$ cat src/design/ipv4abf_pkg.sv
package ipv4abf_pkg;

   // Operation codes
   localparam logic [1:0] OP_CLASSIFY = 2'd0;
   localparam logic [1:0] OP_ADD      = 2'd1;
   localparam logic [1:0] OP_REMOVE   = 2'd2;

   // Result status codes
   localparam logic [1:0] ST_DONE      = 2'd0;
   localparam logic [1:0] ST_PRESENT   = 2'd1;
   localparam logic [1:0] ST_FULL      = 2'd2;
   localparam logic [1:0] ST_NOT_FOUND = 2'd3;

   // Command queue between front and back
   localparam int QUEUE_DEPTH = 2;
   localparam int QPTR_W      = 1;
   localparam int QCNT_W      = 2;

   typedef struct packed {
      logic [1:0]  op;
      logic        is_ipv4;
      logic [31:0] src_addr;
      logic [31:0] dst_addr;
      logic [31:0] entry_value;
   } req_type;

   typedef struct packed {
      logic       drop;
      logic [1:0] status;
   } rsp_type;

   // What the back end has to do with one item
   typedef enum logic [1:0] {
      KIND_NOP,
      KIND_CLASSIFY,
      KIND_ADD,
      KIND_REMOVE
   } kind_type;

   typedef struct packed {
      kind_type    kind;
      logic [31:0] key_a;
      logic [31:0] key_b;
   } cmd_type;

   // Handshake group from front to back
   typedef struct packed {
      logic    valid;
      cmd_type cmd;
   } cmd_chan_type;

   // One table slot as held in the RAM
   typedef struct packed {
      logic        valid;
      logic [31:0] addr;
   } slot_type;

   localparam int SLOT_W = $bits(slot_type);

   // Turn a request into a back-end command.
   function automatic cmd_type decode(input req_type req);
      cmd_type c;
      c.kind  = KIND_NOP;
      c.key_a = req.entry_value;
      c.key_b = req.entry_value;
      case (req.op)
         OP_CLASSIFY: begin
            // non-IPv4 frames pass without a lookup
            if (req.is_ipv4) begin
               c.kind  = KIND_CLASSIFY;
               c.key_a = req.src_addr;
               c.key_b = req.dst_addr;
            end
         end
         OP_ADD:    c.kind = KIND_ADD;
         OP_REMOVE: c.kind = KIND_REMOVE;
         default:   c.kind = KIND_NOP;
      endcase
      return c;
   endfunction

endpackage

$ cat src/design/ipv4abf_ram.sv
module ipv4abf_ram #(
   parameter int WIDTH = 33,
   parameter int DEPTH = 16
) (
   input  logic                                   clock,
   input  logic                                   wr_en,
   input  logic [(DEPTH > 1 ? $clog2(DEPTH) : 1)-1:0] wr_addr,
   input  logic [WIDTH-1:0]                       wr_data,
   input  logic                                   rd_en,
   input  logic [(DEPTH > 1 ? $clog2(DEPTH) : 1)-1:0] rd_addr,
   output logic [WIDTH-1:0]                       rd_data
);

   logic [WIDTH-1:0] mem_ff [DEPTH];
   logic [WIDTH-1:0] rd_data_ff;

   // one write port, one registered read port
   always_ff @(posedge clock) begin
      if (wr_en) begin
         mem_ff[wr_addr] <= wr_data;
      end
      if (rd_en) begin
         rd_data_ff <= mem_ff[rd_addr];
      end
   end

   assign rd_data = rd_data_ff;

endmodule

$ cat src/design/ipv4abf_front.sv
module ipv4abf_front
   import ipv4abf_pkg::*;
(
   input  logic         clock,
   input  logic         reset,
   input  logic         accept_en,
   input  logic         req_valid,
   output logic         req_ready,
   input  req_type      req_data,
   output cmd_chan_type cmd_out,
   input  logic         cmd_ready
);

   cmd_type           q_ff [QUEUE_DEPTH];
   logic [QPTR_W-1:0] wr_ptr_ff, wr_ptr_in;
   logic [QPTR_W-1:0] rd_ptr_ff, rd_ptr_in;
   logic [QCNT_W-1:0] count_ff,  count_in;
   logic              push, pop;

   assign req_ready = accept_en && (count_ff != QCNT_W'(QUEUE_DEPTH));
   assign push      = req_valid && req_ready;

   assign cmd_out.valid = (count_ff != '0);
   assign cmd_out.cmd   = q_ff[rd_ptr_ff];
   assign pop           = cmd_out.valid && cmd_ready;

   // pointer and fill count update
   always_comb begin
      wr_ptr_in = push ? wr_ptr_ff + QPTR_W'(1) : wr_ptr_ff;
      rd_ptr_in = pop  ? rd_ptr_ff + QPTR_W'(1) : rd_ptr_ff;
      count_in  = count_ff;
      if (push && !pop) begin
         count_in = count_ff + QCNT_W'(1);
      end else if (pop && !push) begin
         count_in = count_ff - QCNT_W'(1);
      end
   end

   always_ff @(posedge clock) begin
      if (reset) begin
         wr_ptr_ff <= '0;
         rd_ptr_ff <= '0;
         count_ff  <= '0;
      end else begin
         wr_ptr_ff <= wr_ptr_in;
         rd_ptr_ff <= rd_ptr_in;
         count_ff  <= count_in;
      end
   end

   // decoded commands enter the queue
   always_ff @(posedge clock) begin
      if (push) begin
         q_ff[wr_ptr_ff] <= decode(req_data);
      end
   end

endmodule

$ cat src/design/ipv4abf_back.sv
module ipv4abf_back
   import ipv4abf_pkg::*;
#(
   parameter int ENTRIES = 16
) (
   input  logic         clock,
   input  logic         reset,
   input  cmd_chan_type cmd_in,
   output logic         cmd_ready,
   output logic         clearing,
   output logic         rsp_valid,
   input  logic         rsp_ready,
   output rsp_type      rsp_data
);

   localparam int IDX_W = (ENTRIES > 1) ? $clog2(ENTRIES) : 1;
   localparam int CNT_W = $clog2(ENTRIES + 1);

   typedef enum logic [1:0] {
      S_CLEAR,
      S_IDLE,
      S_SCAN,
      S_FINISH
   } state_type;

   state_type        state_ff,      state_in;
   logic [CNT_W-1:0] cnt_ff,        cnt_in;
   logic             chk_vld_ff,    chk_vld_in;
   logic [IDX_W-1:0] chk_idx_ff,    chk_idx_in;
   cmd_type          cmd_ff,        cmd_in_r;
   logic             found_ff,      found_in;
   logic [IDX_W-1:0] found_idx_ff,  found_idx_in;
   logic             free_found_ff, free_found_in;
   logic [IDX_W-1:0] free_idx_ff,   free_idx_in;
   logic             rsp_valid_ff,  rsp_valid_in;
   rsp_type          rsp_data_ff,   rsp_data_in;

   logic             ram_we;
   logic [IDX_W-1:0] ram_waddr;
   slot_type         ram_wdata;
   logic             ram_re;
   logic [IDX_W-1:0] ram_raddr;
   slot_type         ram_rdata;

   ipv4abf_ram #(
      .WIDTH (SLOT_W),
      .DEPTH (ENTRIES)
   ) u_slots (
      .clock   (clock),
      .wr_en   (ram_we),
      .wr_addr (ram_waddr),
      .wr_data (ram_wdata),
      .rd_en   (ram_re),
      .rd_addr (ram_raddr),
      .rd_data (ram_rdata)
   );

   // sequencer: clear pass, scan, update and respond
   always_comb begin
      state_in      = state_ff;
      cnt_in        = cnt_ff;
      chk_vld_in    = chk_vld_ff;
      chk_idx_in    = chk_idx_ff;
      cmd_in_r      = cmd_ff;
      found_in      = found_ff;
      found_idx_in  = found_idx_ff;
      free_found_in = free_found_ff;
      free_idx_in   = free_idx_ff;
      rsp_valid_in  = rsp_valid_ff;
      rsp_data_in   = rsp_data_ff;
      ram_we        = 1'b0;
      ram_waddr     = cnt_ff[IDX_W-1:0];
      ram_wdata     = '0;
      ram_re        = 1'b0;
      ram_raddr     = cnt_ff[IDX_W-1:0];
      cmd_ready     = 1'b0;

      if (rsp_valid_ff && rsp_ready) begin
         rsp_valid_in = 1'b0;
      end

      case (state_ff)
         S_CLEAR: begin
            // empty one slot per cycle after reset
            ram_we = 1'b1;
            if (cnt_ff == CNT_W'(ENTRIES - 1)) begin
               cnt_in   = '0;
               state_in = S_IDLE;
            end else begin
               cnt_in = cnt_ff + CNT_W'(1);
            end
         end
         S_IDLE: begin
            cmd_ready = 1'b1;
            if (cmd_in.valid) begin
               cmd_in_r      = cmd_in.cmd;
               cnt_in        = '0;
               chk_vld_in    = 1'b0;
               found_in      = 1'b0;
               free_found_in = 1'b0;
               state_in      = (cmd_in.cmd.kind == KIND_NOP) ? S_FINISH : S_SCAN;
            end
         end
         S_SCAN: begin
            // issue reads, one slot a cycle
            if (cnt_ff < CNT_W'(ENTRIES)) begin
               ram_re     = 1'b1;
               cnt_in     = cnt_ff + CNT_W'(1);
               chk_vld_in = 1'b1;
               chk_idx_in = cnt_ff[IDX_W-1:0];
            end else begin
               chk_vld_in = 1'b0;
               if (!chk_vld_ff) begin
                  state_in = S_FINISH;
               end
            end
            // check the slot read last cycle
            if (chk_vld_ff) begin
               if (ram_rdata.valid && !found_ff &&
                   (ram_rdata.addr == cmd_ff.key_a || ram_rdata.addr == cmd_ff.key_b)) begin
                  found_in     = 1'b1;
                  found_idx_in = chk_idx_ff;
               end
               if (!ram_rdata.valid && !free_found_ff) begin
                  free_found_in = 1'b1;
                  free_idx_in   = chk_idx_ff;
               end
            end
         end
         S_FINISH: begin
            // update the table and load the output register together
            if (!rsp_valid_ff || rsp_ready) begin
               rsp_valid_in       = 1'b1;
               rsp_data_in.drop   = 1'b0;
               rsp_data_in.status = ST_DONE;
               case (cmd_ff.kind)
                  KIND_CLASSIFY: rsp_data_in.drop = found_ff;
                  KIND_ADD: begin
                     if (found_ff) begin
                        rsp_data_in.status = ST_PRESENT;
                     end else if (!free_found_ff) begin
                        rsp_data_in.status = ST_FULL;
                     end else begin
                        ram_we          = 1'b1;
                        ram_waddr       = free_idx_ff;
                        ram_wdata.valid = 1'b1;
                        ram_wdata.addr  = cmd_ff.key_a;
                     end
                  end
                  KIND_REMOVE: begin
                     if (found_ff) begin
                        ram_we    = 1'b1;
                        ram_waddr = found_idx_ff;
                     end else begin
                        rsp_data_in.status = ST_NOT_FOUND;
                     end
                  end
                  default: rsp_data_in.drop = 1'b0;
               endcase
               state_in = S_IDLE;
            end
         end
         default: state_in = S_IDLE;
      endcase
   end

   always_ff @(posedge clock) begin
      if (reset) begin
         state_ff     <= S_CLEAR;
         cnt_ff       <= '0;
         chk_vld_ff   <= 1'b0;
         rsp_valid_ff <= 1'b0;
      end else begin
         state_ff     <= state_in;
         cnt_ff       <= cnt_in;
         chk_vld_ff   <= chk_vld_in;
         rsp_valid_ff <= rsp_valid_in;
      end
      chk_idx_ff    <= chk_idx_in;
      cmd_ff        <= cmd_in_r;
      found_ff      <= found_in;
      found_idx_ff  <= found_idx_in;
      free_found_ff <= free_found_in;
      free_idx_ff   <= free_idx_in;
      rsp_data_ff   <= rsp_data_in;
   end

   assign clearing  = (state_ff == S_CLEAR);
   assign rsp_valid = rsp_valid_ff;
   assign rsp_data  = rsp_data_ff;

endmodule

$ cat src/design/ipv4_address_block_filter.sv
// IPv4 address block filter.
// Request channel (req_valid/req_ready/req_data) takes one item per handshake:
// classify (drop if IPv4 and source or destination is listed), add or remove.
// Response channel (rsp_valid/rsp_ready/rsp_data) returns one item per request,
// in request order, with drop and status.
// A two-entry command queue decouples the front from the table engine, so new
// items are taken while a result waits in the output register.
// Classify of a non-IPv4 frame and an unused op code skip the table scan.
// The table engine takes one command at a time and scans the slot RAM
// through its single read port, one slot per cycle.
// Reset: a clearing pass empties the table; req_ready stays low until it
// finishes.
// A stalled rsp_ready holds the result; the engine then waits, and the queue
// fills and drops req_ready.
module ipv4_address_block_filter
   import ipv4abf_pkg::*;
#(
   parameter int ENTRIES = 16
) (
   input  logic    clock,
   input  logic    reset,
   input  logic    req_valid,
   output logic    req_ready,
   input  req_type req_data,
   output logic    rsp_valid,
   input  logic    rsp_ready,
   output rsp_type rsp_data
);

   cmd_chan_type cmd_chan;
   logic         cmd_ready;
   logic         clearing;

   ipv4abf_front u_front (
      .clock     (clock),
      .reset     (reset),
      .accept_en (!clearing),
      .req_valid (req_valid),
      .req_ready (req_ready),
      .req_data  (req_data),
      .cmd_out   (cmd_chan),
      .cmd_ready (cmd_ready)
   );

   ipv4abf_back #(
      .ENTRIES (ENTRIES)
   ) u_back (
      .clock     (clock),
      .reset     (reset),
      .cmd_in    (cmd_chan),
      .cmd_ready (cmd_ready),
      .clearing  (clearing),
      .rsp_valid (rsp_valid),
      .rsp_ready (rsp_ready),
      .rsp_data  (rsp_data)
   );

endmodule

$ cat config.mk
export PLATFORM = sky130hd
export DESIGN_NAME = ipv4_address_block_filter
export DESIGN_NICKNAME = d
export VERILOG_FILES = /design/src/design/ipv4abf_pkg.sv /design/src/design/ipv4abf_ram.sv /design/src/design/ipv4abf_front.sv /design/src/design/ipv4abf_back.sv /design/src/design/ipv4_address_block_filter.sv
export SDC_FILE = /design/constraint.sdc
export NUM_CORES = 1
export LEC_CHECK = 0
export ABC_AREA = 1
export BUFFER_PORTS_ARGS = -buffer_cell sky130_fd_sc_hd__buf_4
export CAP_MARGIN = 25
export CORE_MARGIN = 5
export CORE_UTILIZATION = 55
export CTS_CLUSTER_SIZE = 16
export DETAILED_ROUTE_END_ITERATION = 16
export PLACE_DENSITY_LB_ADDON = 0.1
export SLEW_MARGIN = 20
export SYNTH_ARGS = -nofsm -noshare
export SYNTH_HDL_FRONTEND = slang
export SYNTH_SLANG_ARGS = --single-unit
$ cat constraint.sdc
create_clock -name clock -period 4.6 [get_ports clock]
set_input_delay 0.46 -clock clock [delete_from_list [all_inputs] [get_ports clock]]
set_output_delay 0.46 -clock clock [all_outputs]
set_load 0.05 [all_outputs]
==> results.sh, run 1 <==
export IMPL_die_area_um2=62200
export IMPL_drt_first_pass_iters=6
export IMPL_finalInstanceArea_um2=35800
export IMPL_cp_max_fo=28
export IMPL_fin_nets=2577
export IMPL_grt_first_pass_wirelength_um=112000
export IMPL_cpMaxStageDelayCell="buf_4"
export IMPL_antenna_left=0
export IMPL_max_freq_mhz=321
export IMPL_clkLatencyLatePin_ns=0.61
export IMPL_ctsLongestPathBuffers=3
export IMPL_status="finished clean"
export IMPL_antenna_cells=0
export IMPL_synth_common_cells="edfxtp_1 (776), nor2_1 (351), o21ai_0 (282)"
export IMPL_synth_most_common_cell="edfxtp_1"
export IMPL_start_util=0.557
export IMPL_p_leak_nw=11.5
export IMPL_postSynth_asyncResetShare=0
export IMPL_finalWeightedCongestion=0.810
export IMPL_critPathTopFamily="simple AND/OR/NAND/NOR gates"
export IMPL_comb_power_share=0.189
export IMPL_synth_enable_flop_cells=776
export IMPL_totalPowerFinal_w=0.0186
export IMPL_seq_power_share=0.480
export IMPL_yosys_area_top_type="edfxtp_1"
export IMPL_start_kind="flop"
export IMPL_worstPathRequired_ns=4.84
export IMPL_cts_setup_buffers=0
export IMPL_finalCritPeriodShare=0.677
export IMPL_ir_drop_v=0.000381
export IMPL_num_rows=87
export IMPL_tightest_slew_ns=1.07
export IMPL_die_h_um=249
export IMPL_clkTransAtPathRegs_ns=0.06
export IMPL_track_usage=0.234
export IMPL_final_core_utilization=0.632
export IMPL_grt_pass1_vias=18685
export IMPL_antenna_found_initial=0
export IMPL_crit_top_cell="nor2_1"
export IMPL_overflow=0
export IMPL_synth_top_area_frac=0.740
export IMPL_worst_slack_ns=1.48
export IMPL_avgViaCountPerCell=5.83
export IMPL_p_per_area_nw_per_um2=519
export IMPL_cts_root_buf="clkbuf_16"
export IMPL_final_max_slew_viol_count=0
export IMPL_slew_headroom=0.285
export IMPL_path_class="reg -> reg"
export IMPL_htreeDepth=3
export IMPL_first_iter_violations=1835
export IMPL_final_setup_viol_count=0
export IMPL_layout_drive_gt1_share=0.146
export IMPL_drcViolationCount=0
export IMPL_p_int_w=0.0133
export IMPL_layoutNonFillerInstCount=3277
export IMPL_crit_buf_inv=2
export IMPL_ys_seq_area_frac=0.748
export IMPL_synth_fp_nets=2471
export IMPL_cts_made_buffers=78
export IMPL_syn_to_final_growth_pct=13.6
export IMPL_port_buffers=107
export IMPL_drv_cap=0
export IMPL_wire_per_inst_um=22.6
export IMPL_cp_arrival_ns=3.35
export IMPL_p_clk_frac=0.331
export IMPL_cts_tree="done"
export IMPL_swShare=0.286
export IMPL_core_area_um2=56600
export IMPL_syn_area_per_cell_um2=13.4
export IMPL_crit_chain="ha_1, inv_1, nor2_2, nand2_1, a21oi_4, nor2_1, nor2_1, nand3_1, nor2_4, buf_4"
export IMPL_slowest_delay_ns=0.57
export IMPL_synth_ff_type="edfxtp_1"
export IMPL_synth_area_leaders="edfxtp_1 (74%), o21ai_0 (4.5%), nor2_1 (4.2%)"
export IMPL_ios=108
export IMPL_grt_setup_unrepaired="no"
export IMPL_syn_instance_count=2359
export IMPL_grt_max_degree=268
export IMPL_dp_slack_ns=1.45
export IMPL_worst_clock_skew_ns=0.0154
export IMPL_cts_sinks=790
export IMPL_post_dp_hpwl_um=40500
export IMPL_synth_cell_types=35
export IMPL_yosys_warnings=0
export IMPL_placed_cells=3130
export IMPL_die_x_um=249
export IMPL_num_vias=19100
export IMPL_hold_viol_final=0
export IMPL_routed_wirelength_um=74000
export IMPL_fin_crit_ns=3.12
export IMPL_ys_ff_latch=790
export IMPL_end_kind="flop"
export IMPL_hp_class="in -> reg"
export IMPL_syn_area_um2=31500
export IMPL_power_net_switching_w=0.00532
export IMPL_placed_area_um2=33200
-- registers in the layout, indices dropped and copies added (netlist names), 2 cells and up, named ones only --
name	count
u_back.cmd_ff	66
u_front.count_ff	2
u_back.rsp_data	3
u_back.free_idx_ff	4
u_back.found_idx_ff	4
u_back.state_ff	2
u_back.cnt_ff	5
u_front.q_ff	132
u_back.chk_idx_ff	4
u_back.u_slots.mem_ff	528
u_back.u_slots.rd_data	33
-- layout by cell type (no fill, tap or decap), types with 5 or more instances in the layout --
| cell | n |
|---|---|
| a21oi_1 | 17 |
| buf_12 | 7 |
| buf_4 | 147 |
| bufinv_16 | 5 |
| clkbuf_1 | 20 |
| clkbuf_16 | 83 |
| clkinv_1 | 13 |
| clkinv_2 | 12 |
| dfxtp_1 | 10 |
| edfxtp_1 | 776 |
| ha_1 | 8 |
| inv_1 | 89 |
| inv_2 | 5 |
| mux2_2 | 64 |
| nand2_1 | 275 |
| nand3_1 | 123 |
| nor2_1 | 326 |
| nor2_2 | 7 |
| nor2_4 | 20 |
| nor3_1 | 7 |
| o211ai_1 | 13 |
| o21ai_0 | 282 |
| o21ai_1 | 5 |
| o221ai_1 | 53 |
| o22ai_1 | 80 |
| xnor2_1 | 51 |
-- metrics by stage --
step,TNS [ns],hold WS [ns]
after floorplan,-55.53,0.421
after global placement,0,0.425
after detailed placement,0,0.437
after CTS,0,0.131
after global routing,0,0.151
final,0,0.157
-- metal layers --
metal,global-route usage,share of wire
met5,0,0
met4,0.0663,0.022
met3,0.0489,0.090
met2,0.369,0.47
met1,0.337,0.42
-- worst paths after layout --
path | end | slack [ns] | cells past startpoint | startpoint
min reg2reg | u_back.found_idx_ff[3]$_DFFE_PP_ | 0.45 | 0 | u_back.chk_idx_ff[3]$_DFFE_PP_
min | u_back.rsp_valid$_SDFF_PP0_ | 0.16 | 4 | rsp_ready
max | u_back.u_slots.mem_ff[7][2]$_DFFE_PP_ | 1.48 | 10 | u_back.state_ff[1]$_SDFFE_PP0P_
max reg2reg | u_back.u_slots.mem_ff[7][2]$_DFFE_PP_ | 1.48 | 10 | u_back.state_ff[1]$_SDFFE_PP0P_
-- worst reg2reg max path, delay by kind of cell, from the launching register on --
family                   cells  cell delay, ns
adder cells (fa/ha/maj)      1            0.17
buffers and inverters        2            0.67
flip-flops                   1            0.38
AO/OA/AOI/OAI                1            0.19
AND/OR/NAND/NOR              6            1.31
-- layout make-up --
cell class	count	area (µm²)
multi-input cells	1342	7150
flip-flops and latches	790	23600
well taps	756	946
repair buffers	157	1300
clock buffers	103	2150
fillers	4247	20800
inverters	96	365
clock inverters	33	303
-- logic make-up after synthesis --
| family | count (synthesis) | synth area share |
|---|---|---|
| XOR/XNOR | 51 | 0.0142 |
| adder cells (fa/ha/maj) | 9 | 0.00357 |
| multiplexers | 64 | 0.0229 |
| AND/OR/NAND/NOR | 763 | 0.0974 |
| AO/OA/AOI/OAI | 455 | 0.0833 |
| buffers and inverters | 227 | 0.0303 |
| flip-flops | 790 | 0.748 |
-- power by group through the flow --
stage | Clock (W) | Combinational (W) | Sequential [W]
floorplan | 0 | 0.00239 | 0.00900
global placement | 0 | 0.00344 | 0.00904
detailed placement | 0 | 0.00348 | 0.00906
CTS | 0.00623 | 0.00351 | 0.00891
global route | 0.00656 | 0.00386 | 0.00896
finish | 0.00615 | 0.00351 | 0.00891
-- what timing repair did --
item	in CTS	in global routing
gates resized for setup	0	0
hold endpoints to repair	1	0
hold buffers	1	0
(Power assumes the default switching activity.)
==> run 2, diff against run 1 <==
==> constraint.sdc (replaced) <==
create_clock -name clock -period 3.21 [get_ports clock]
set_input_delay 0.321 -clock clock [delete_from_list [all_inputs] [get_ports clock]]
set_output_delay 0.321 -clock clock [all_outputs]
set_load 0.05 [all_outputs]
==> results.sh, run 2 (synthesis gave the netlist of run 1 again) <==
export IMPL_cp_max_fo=23
export IMPL_num_vias=19011
export IMPL_cts_root_buf="clkbuf_16"
export IMPL_antenna_found_initial=1
export IMPL_status="finished clean"
export IMPL_num_rows=87
export IMPL_core_area_um2=56600
export IMPL_grt_setup_unrepaired="no"
export IMPL_p_leak_nw=11.7
export IMPL_avgViaCountPerCell=5.71
export IMPL_fin_crit_ns=2.87
export IMPL_ir_drop_v=0.000417
export IMPL_clkLatencyLatePin_ns=0.61
export IMPL_grt_first_pass_wirelength_um=110000
export IMPL_finalInstanceArea_um2=36300
export IMPL_grt_pass1_vias=19084
export IMPL_overflow=0
export IMPL_start_kind="flop"
export IMPL_wl_met2_um=33500
export IMPL_worst_clock_skew_ns=0.0185
export IMPL_layout_commonest_cell="edfxtp_1"
export IMPL_ios=108
export IMPL_worstPathRequired_ns=3.51
export IMPL_whs_ns=0.0337
export IMPL_cp_arrival_ns=3.16
export IMPL_wl_met3_um=5830
export IMPL_cts_made_buffers=79
export IMPL_post_dp_hpwl_um=43000
export IMPL_ctsResizeCount=0
export IMPL_ctsLongestPathBuffers=3
export IMPL_finalCritPeriodShare=0.893
export IMPL_die_x_um=249
export IMPL_end_kind="flop"
export IMPL_worstRegToRegCells=10
export IMPL_max_freq_mhz=349
export IMPL_final_setup_viol_count=0
export IMPL_first_iter_violations=1731
export IMPL_port_buffers=107
export IMPL_track_usage=0.227
export IMPL_grt_max_degree=122
export IMPL_antenna_cells=0
export IMPL_start_util=0.557
export IMPL_placed_area_um2=33700
export IMPL_cts_sinks=790
export IMPL_p_per_area_nw_per_um2=742
export IMPL_clkTransAtPathRegs_ns=0.06
export IMPL_maxUsedRoutingLayer="met5"
export IMPL_hp_class="in -> reg"
export IMPL_final_cell_mix="edfxtp_1 (776), nor2_1 (331), o21ai_0 (282), nand2_1 (275), buf_4 (164)"
export IMPL_dp_slack_ns=0.389
export IMPL_totalPowerFinal_w=0.0269
export IMPL_hold_viol_final=0
export IMPL_met1Wirelength_um=30600
export IMPL_max_flop_register="u_back.u_slots.mem_ff"
export IMPL_path_class="reg -> reg"
export IMPL_antenna_left=0
export IMPL_drcViolationCount=0
export IMPL_hold_depth=3
export IMPL_die_area_um2=62200
export IMPL_layoutNonFillerInstCount=3327
export IMPL_r2r_setup_slack_ns=0.34
export IMPL_die_h_um=249
export IMPL_drt_first_pass_iters=6
export IMPL_nFillCells=4169
export IMPL_drv_cap=0
export IMPL_tightest_slew_ns=0.993
export IMPL_largest_reg_flops=528
export IMPL_cts_tree="done"
export IMPL_routed_wirelength_um=71400
export IMPL_slew_headroom=0.337
export IMPL_final_max_slew_viol_count=0
export IMPL_wire_per_inst_um=21.5
export IMPL_layout_drive_gt1_share=0.154
export IMPL_fin_nets=2620
export IMPL_htreeDepth=3
export IMPL_top_regs="u_back.u_slots.mem_ff x528, u_front.q_ff x132, u_back.cmd_ff x66"
export IMPL_worst_slack_ns=0.344
export IMPL_finalWeightedCongestion=0.836
export IMPL_placed_cells=3169
export IMPL_syn_to_final_growth_pct=15.1
## run 2: changes by cell type in the layout (fill, tap and decap cells not counted), sizes merged
cell	delta
buf	+29
bufinv	-2
clkbuf	-8
clkinv	+13
dlygate4sd3	+13
inv	+5
## run 2: worst paths after layout
check / from / to
max: u_back.state_ff[1]$_SDFFE_PP0P_ / u_back.u_slots.mem_ff[13][24]$_DFFE_PP_
min reg2reg: u_back.chk_idx_ff[3]$_DFFE_PP_ / u_back.found_idx_ff[3]$_DFFE_PP_
max reg2reg: u_back.state_ff[1]$_SDFFE_PP0P_ / u_back.u_slots.mem_ff[13][24]$_DFFE_PP_
min: req_data[81] / u_front.q_ff[0][49]$_DFFE_PP_
## run 2: worst max-delay path: stages, from the launching register on
cell,delay [ns]
dfxtp_1,0.38
ha_1,0.16
inv_1,0.08
nor2_2,0.20
nand2_1,0.17
a21oi_4,0.19
nor2_1,0.09
nor2_1,0.15
nand3_1,0.38
nor2_4,0.49
buf_12,0.26
## run 2: routing by layer
metal	global-route usage	vias up
met4	0.0582	2
met2	0.360	676
met5	0	-
met3	0.0475	109
li1	-	8896
met1	0.326	9328
## run 2: power by group
part	internal (W)	switching, W
logic	0.00150	0.00390
clock network	0.00496	0.00375
registers	0.0125	0.000355
total	0.0189	0.00801
## run 2: cell type report
class | count | area (µm²) | area share
Clock buffer | 95 | 2120 | 0.0585
Clock inverter | 49 | 323 | 0.00890
Inverter | 96 | 365 | 0.0101
Multi-Input combinational cell | 1342 | 7140 | 0.197
Sequential cell | 790 | 23600 | 0.650
Tap cell | 756 | 946 | 0.0261
Timing Repair Buffer | 199 | 1790 | 0.0493
## run 2: metrics by stage
stage,util,setup TNS [ns]
after floorplan,-,-39.17
after global placement,0.595,0
after detailed placement,0.595,0
after CTS,0.641,0
after global routing,0.641,0
final,0.641,0
## run 2: timing repair
| action | CTS | global route |
|---|---|---|
| hold buffers | 14 | 0 |
| endpoints found under the hold margin | 27 | 0 |
| setup buffers | 0 | 0 |
==> run 3, diff against run 2 <==
--- a/config.mk
+++ b/config.mk
@@ -12,7 +12,7 @@
 export CORE_UTILIZATION = 55
 export CTS_CLUSTER_SIZE = 16
 export DETAILED_ROUTE_END_ITERATION = 16
-export PLACE_DENSITY_LB_ADDON = 0.1
+export PLACE_DENSITY = 0.76
 export SLEW_MARGIN = 20
 export SYNTH_ARGS = -nofsm -noshare
 export SYNTH_HDL_FRONTEND = slang
==> results.sh, run 3 (synthesis gave the netlist of run 1 again) <==
export IMPL_status="finished clean"
export IMPL_cts_made_buffers=75
export IMPL_die_x_um=249
export IMPL_start_util=0.557
export IMPL_nFillCells=3937
export IMPL_clkLatencyLatePin_ns=0.61
export IMPL_port_buffers=107
export IMPL_seq_area_um2=23600
export IMPL_worst_slack_ns=0.387
export IMPL_crit_top_cell="nor2_1"
export IMPL_cp_max_fo=33
export IMPL_max_flop_register="u_back.u_slots.mem_ff"
export IMPL_post_dp_hpwl_um=41500
export IMPL_final_cell_mix="edfxtp_1 (776), nor2_1 (331), o21ai_0 (282), nand2_1 (275), buf_4 (172)"
export IMPL_grt_max_degree=136
export IMPL_slew_headroom=0.563
export IMPL_core_area_um2=56600
export IMPL_first_iter_violations=2268
export IMPL_fin_crit_ns=2.82
export IMPL_hp_class="in -> reg"
export IMPL_p_leak_nw=11.7
export IMPL_track_usage=0.219
export IMPL_whs_ns=0.0304
export IMPL_end_kind="flop"
export IMPL_antenna_cells=0
export IMPL_wire_per_inst_um=21.1
export IMPL_dp_slack_ns=0.442
export IMPL_grt_setup_unrepaired="no"
export IMPL_ir_drop_v=0.000476
export IMPL_avgViaCountPerCell=5.91
export IMPL_clkTransAtPathRegs_ns=0.06
export IMPL_ios=108
export IMPL_num_vias=19552
export IMPL_hold_viol_final=0
export IMPL_final_setup_viol_count=0
export IMPL_overflow=0
export IMPL_worstPathRequired_ns=3.44
export IMPL_start_kind="flop"
export IMPL_layout_commonest_cell="edfxtp_1"
export IMPL_worst_clock_skew_ns=0.0200
export IMPL_drt_first_pass_iters=5
export IMPL_grt_first_pass_wirelength_um=108000
export IMPL_drcViolationCount=0
export IMPL_crit_chain="ha_1, inv_1, nor2_2, nand2_1, a21oi_4, nor2_1, nor2_1, nand3_1, nor2_4, buf_4"
export IMPL_layout_drive_gt1_share=0.153
export IMPL_placed_cells=3171
export IMPL_p_per_area_nw_per_um2=752
export IMPL_largest_reg_flops=528
export IMPL_cts_setup_buffers=0
export IMPL_max_freq_mhz=354
export IMPL_finalCritPeriodShare=0.879
export IMPL_num_rows=87
export IMPL_finalWeightedCongestion=0.877
export IMPL_final_max_slew_viol_count=0
export IMPL_slowest_delay_ns=0.44
export IMPL_syn_to_final_growth_pct=14.5
export IMPL_totalPowerFinal_w=0.0271
export IMPL_cpMaxStageDelayCell="buf_4"
export IMPL_path_class="reg -> reg"
export IMPL_die_h_um=249
export IMPL_cts_tree="done"
export IMPL_ctsLongestPathBuffers=3
export IMPL_setup_tns_ns=0
export IMPL_antenna_found_initial=1
export IMPL_htreeDepth=3
export IMPL_layoutNonFillerInstCount=3307
export IMPL_tightest_slew_ns=0.655
export IMPL_cts_sinks=790
export IMPL_cts_root_buf="clkbuf_16"
export IMPL_antenna_left=0
export IMPL_multi_input_comb_area_um2=7140
export IMPL_drv_cap=0
export IMPL_cp_arrival_ns=3.06
export IMPL_die_area_um2=62200
export IMPL_fin_nets=2607
export IMPL_routed_wirelength_um=69600
export IMPL_top_regs="u_back.u_slots.mem_ff x528, u_front.q_ff x132, u_back.cmd_ff x66"
export IMPL_grt_pass1_vias=19182
-- run 3: cell types whose count changed in the layout (fill, tap and decap cells not counted), moves of 5 or more --
cell / delta
bufinv_16: +7
clkinv_2: -6
clkbuf_16: -8
buf_12: -5
buf_4: +8
dlygate4sd3_1: -11
clkinv_1: -6
-- run 3: worst paths after layout --
path / from / end / slack, ns / depth (start not counted)
hold / removal: req_data[22] / u_front.q_ff[0][54]$_DFFE_PP_ / 0.03 / 3
setup reg to reg: u_back.state_ff[1]$_SDFFE_PP0P_ / u_back.u_slots.mem_ff[13][23]$_DFFE_PP_ / 0.39 / 10
setup / recovery: u_back.state_ff[1]$_SDFFE_PP0P_ / u_back.u_slots.mem_ff[13][23]$_DFFE_PP_ / 0.39 / 10
hold reg to reg: u_back.chk_idx_ff[0]$_DFFE_PP_ / u_back.found_idx_ff[0]$_DFFE_PP_ / 0.46 / 0
-- run 3: metal layers --
layer,global-route usage,routed length (µm)
met4,0.0546,1290
met5,0,7
met3,0.0442,7390
met2,0.349,33000
met1,0.318,27900
-- run 3: what timing repair did --
item                      4_1_cts  5_1_grt
hold buffers                    3        0
gates resized for setup         0        0
hold endpoints to repair        4        0
-- run 3: area by class of cell --
class,count,area share
Tap cell,756,0.0262
Multi-Input combinational cell,1342,0.198
Timing Repair Buffer,190,0.0449
Clock buffer,91,0.0537
Clock inverter,42,0.0133
Inverter,96,0.0101
Sequential cell,790,0.654
-- run 3: critical path: cells and delay by family, from the launching register on --
family / cells / cell delay [ns]
AO/OA/AOI/OAI: 1 / 0.19
adder cells (fa/ha/maj): 1 / 0.16
buffers and inverters: 2 / 0.52
flip-flops: 1 / 0.38
AND/OR/NAND/NOR: 6 / 1.14
-- run 3: through the flow --
| stage | area, µm² | utilization |
|---|---|---|
| global placement | 33600 | 0.594 |
| detailed placement | 33600 | 0.594 |
| CTS | 36100 | 0.637 |
| global route | 36100 | 0.637 |
| finish | 36100 | 0.637 |
| floorplan | 31600 | - |
-- run 3: power by group --
part | leakage, nW | switching, W | internal (W)
logic | 3.90 | 0.00408 | 0.00151
registers | 6.58 | 0.000318 | 0.0125
clock network | 1.18 | 0.00365 | 0.00511
total | 11.7 | 0.00804 | 0.0191
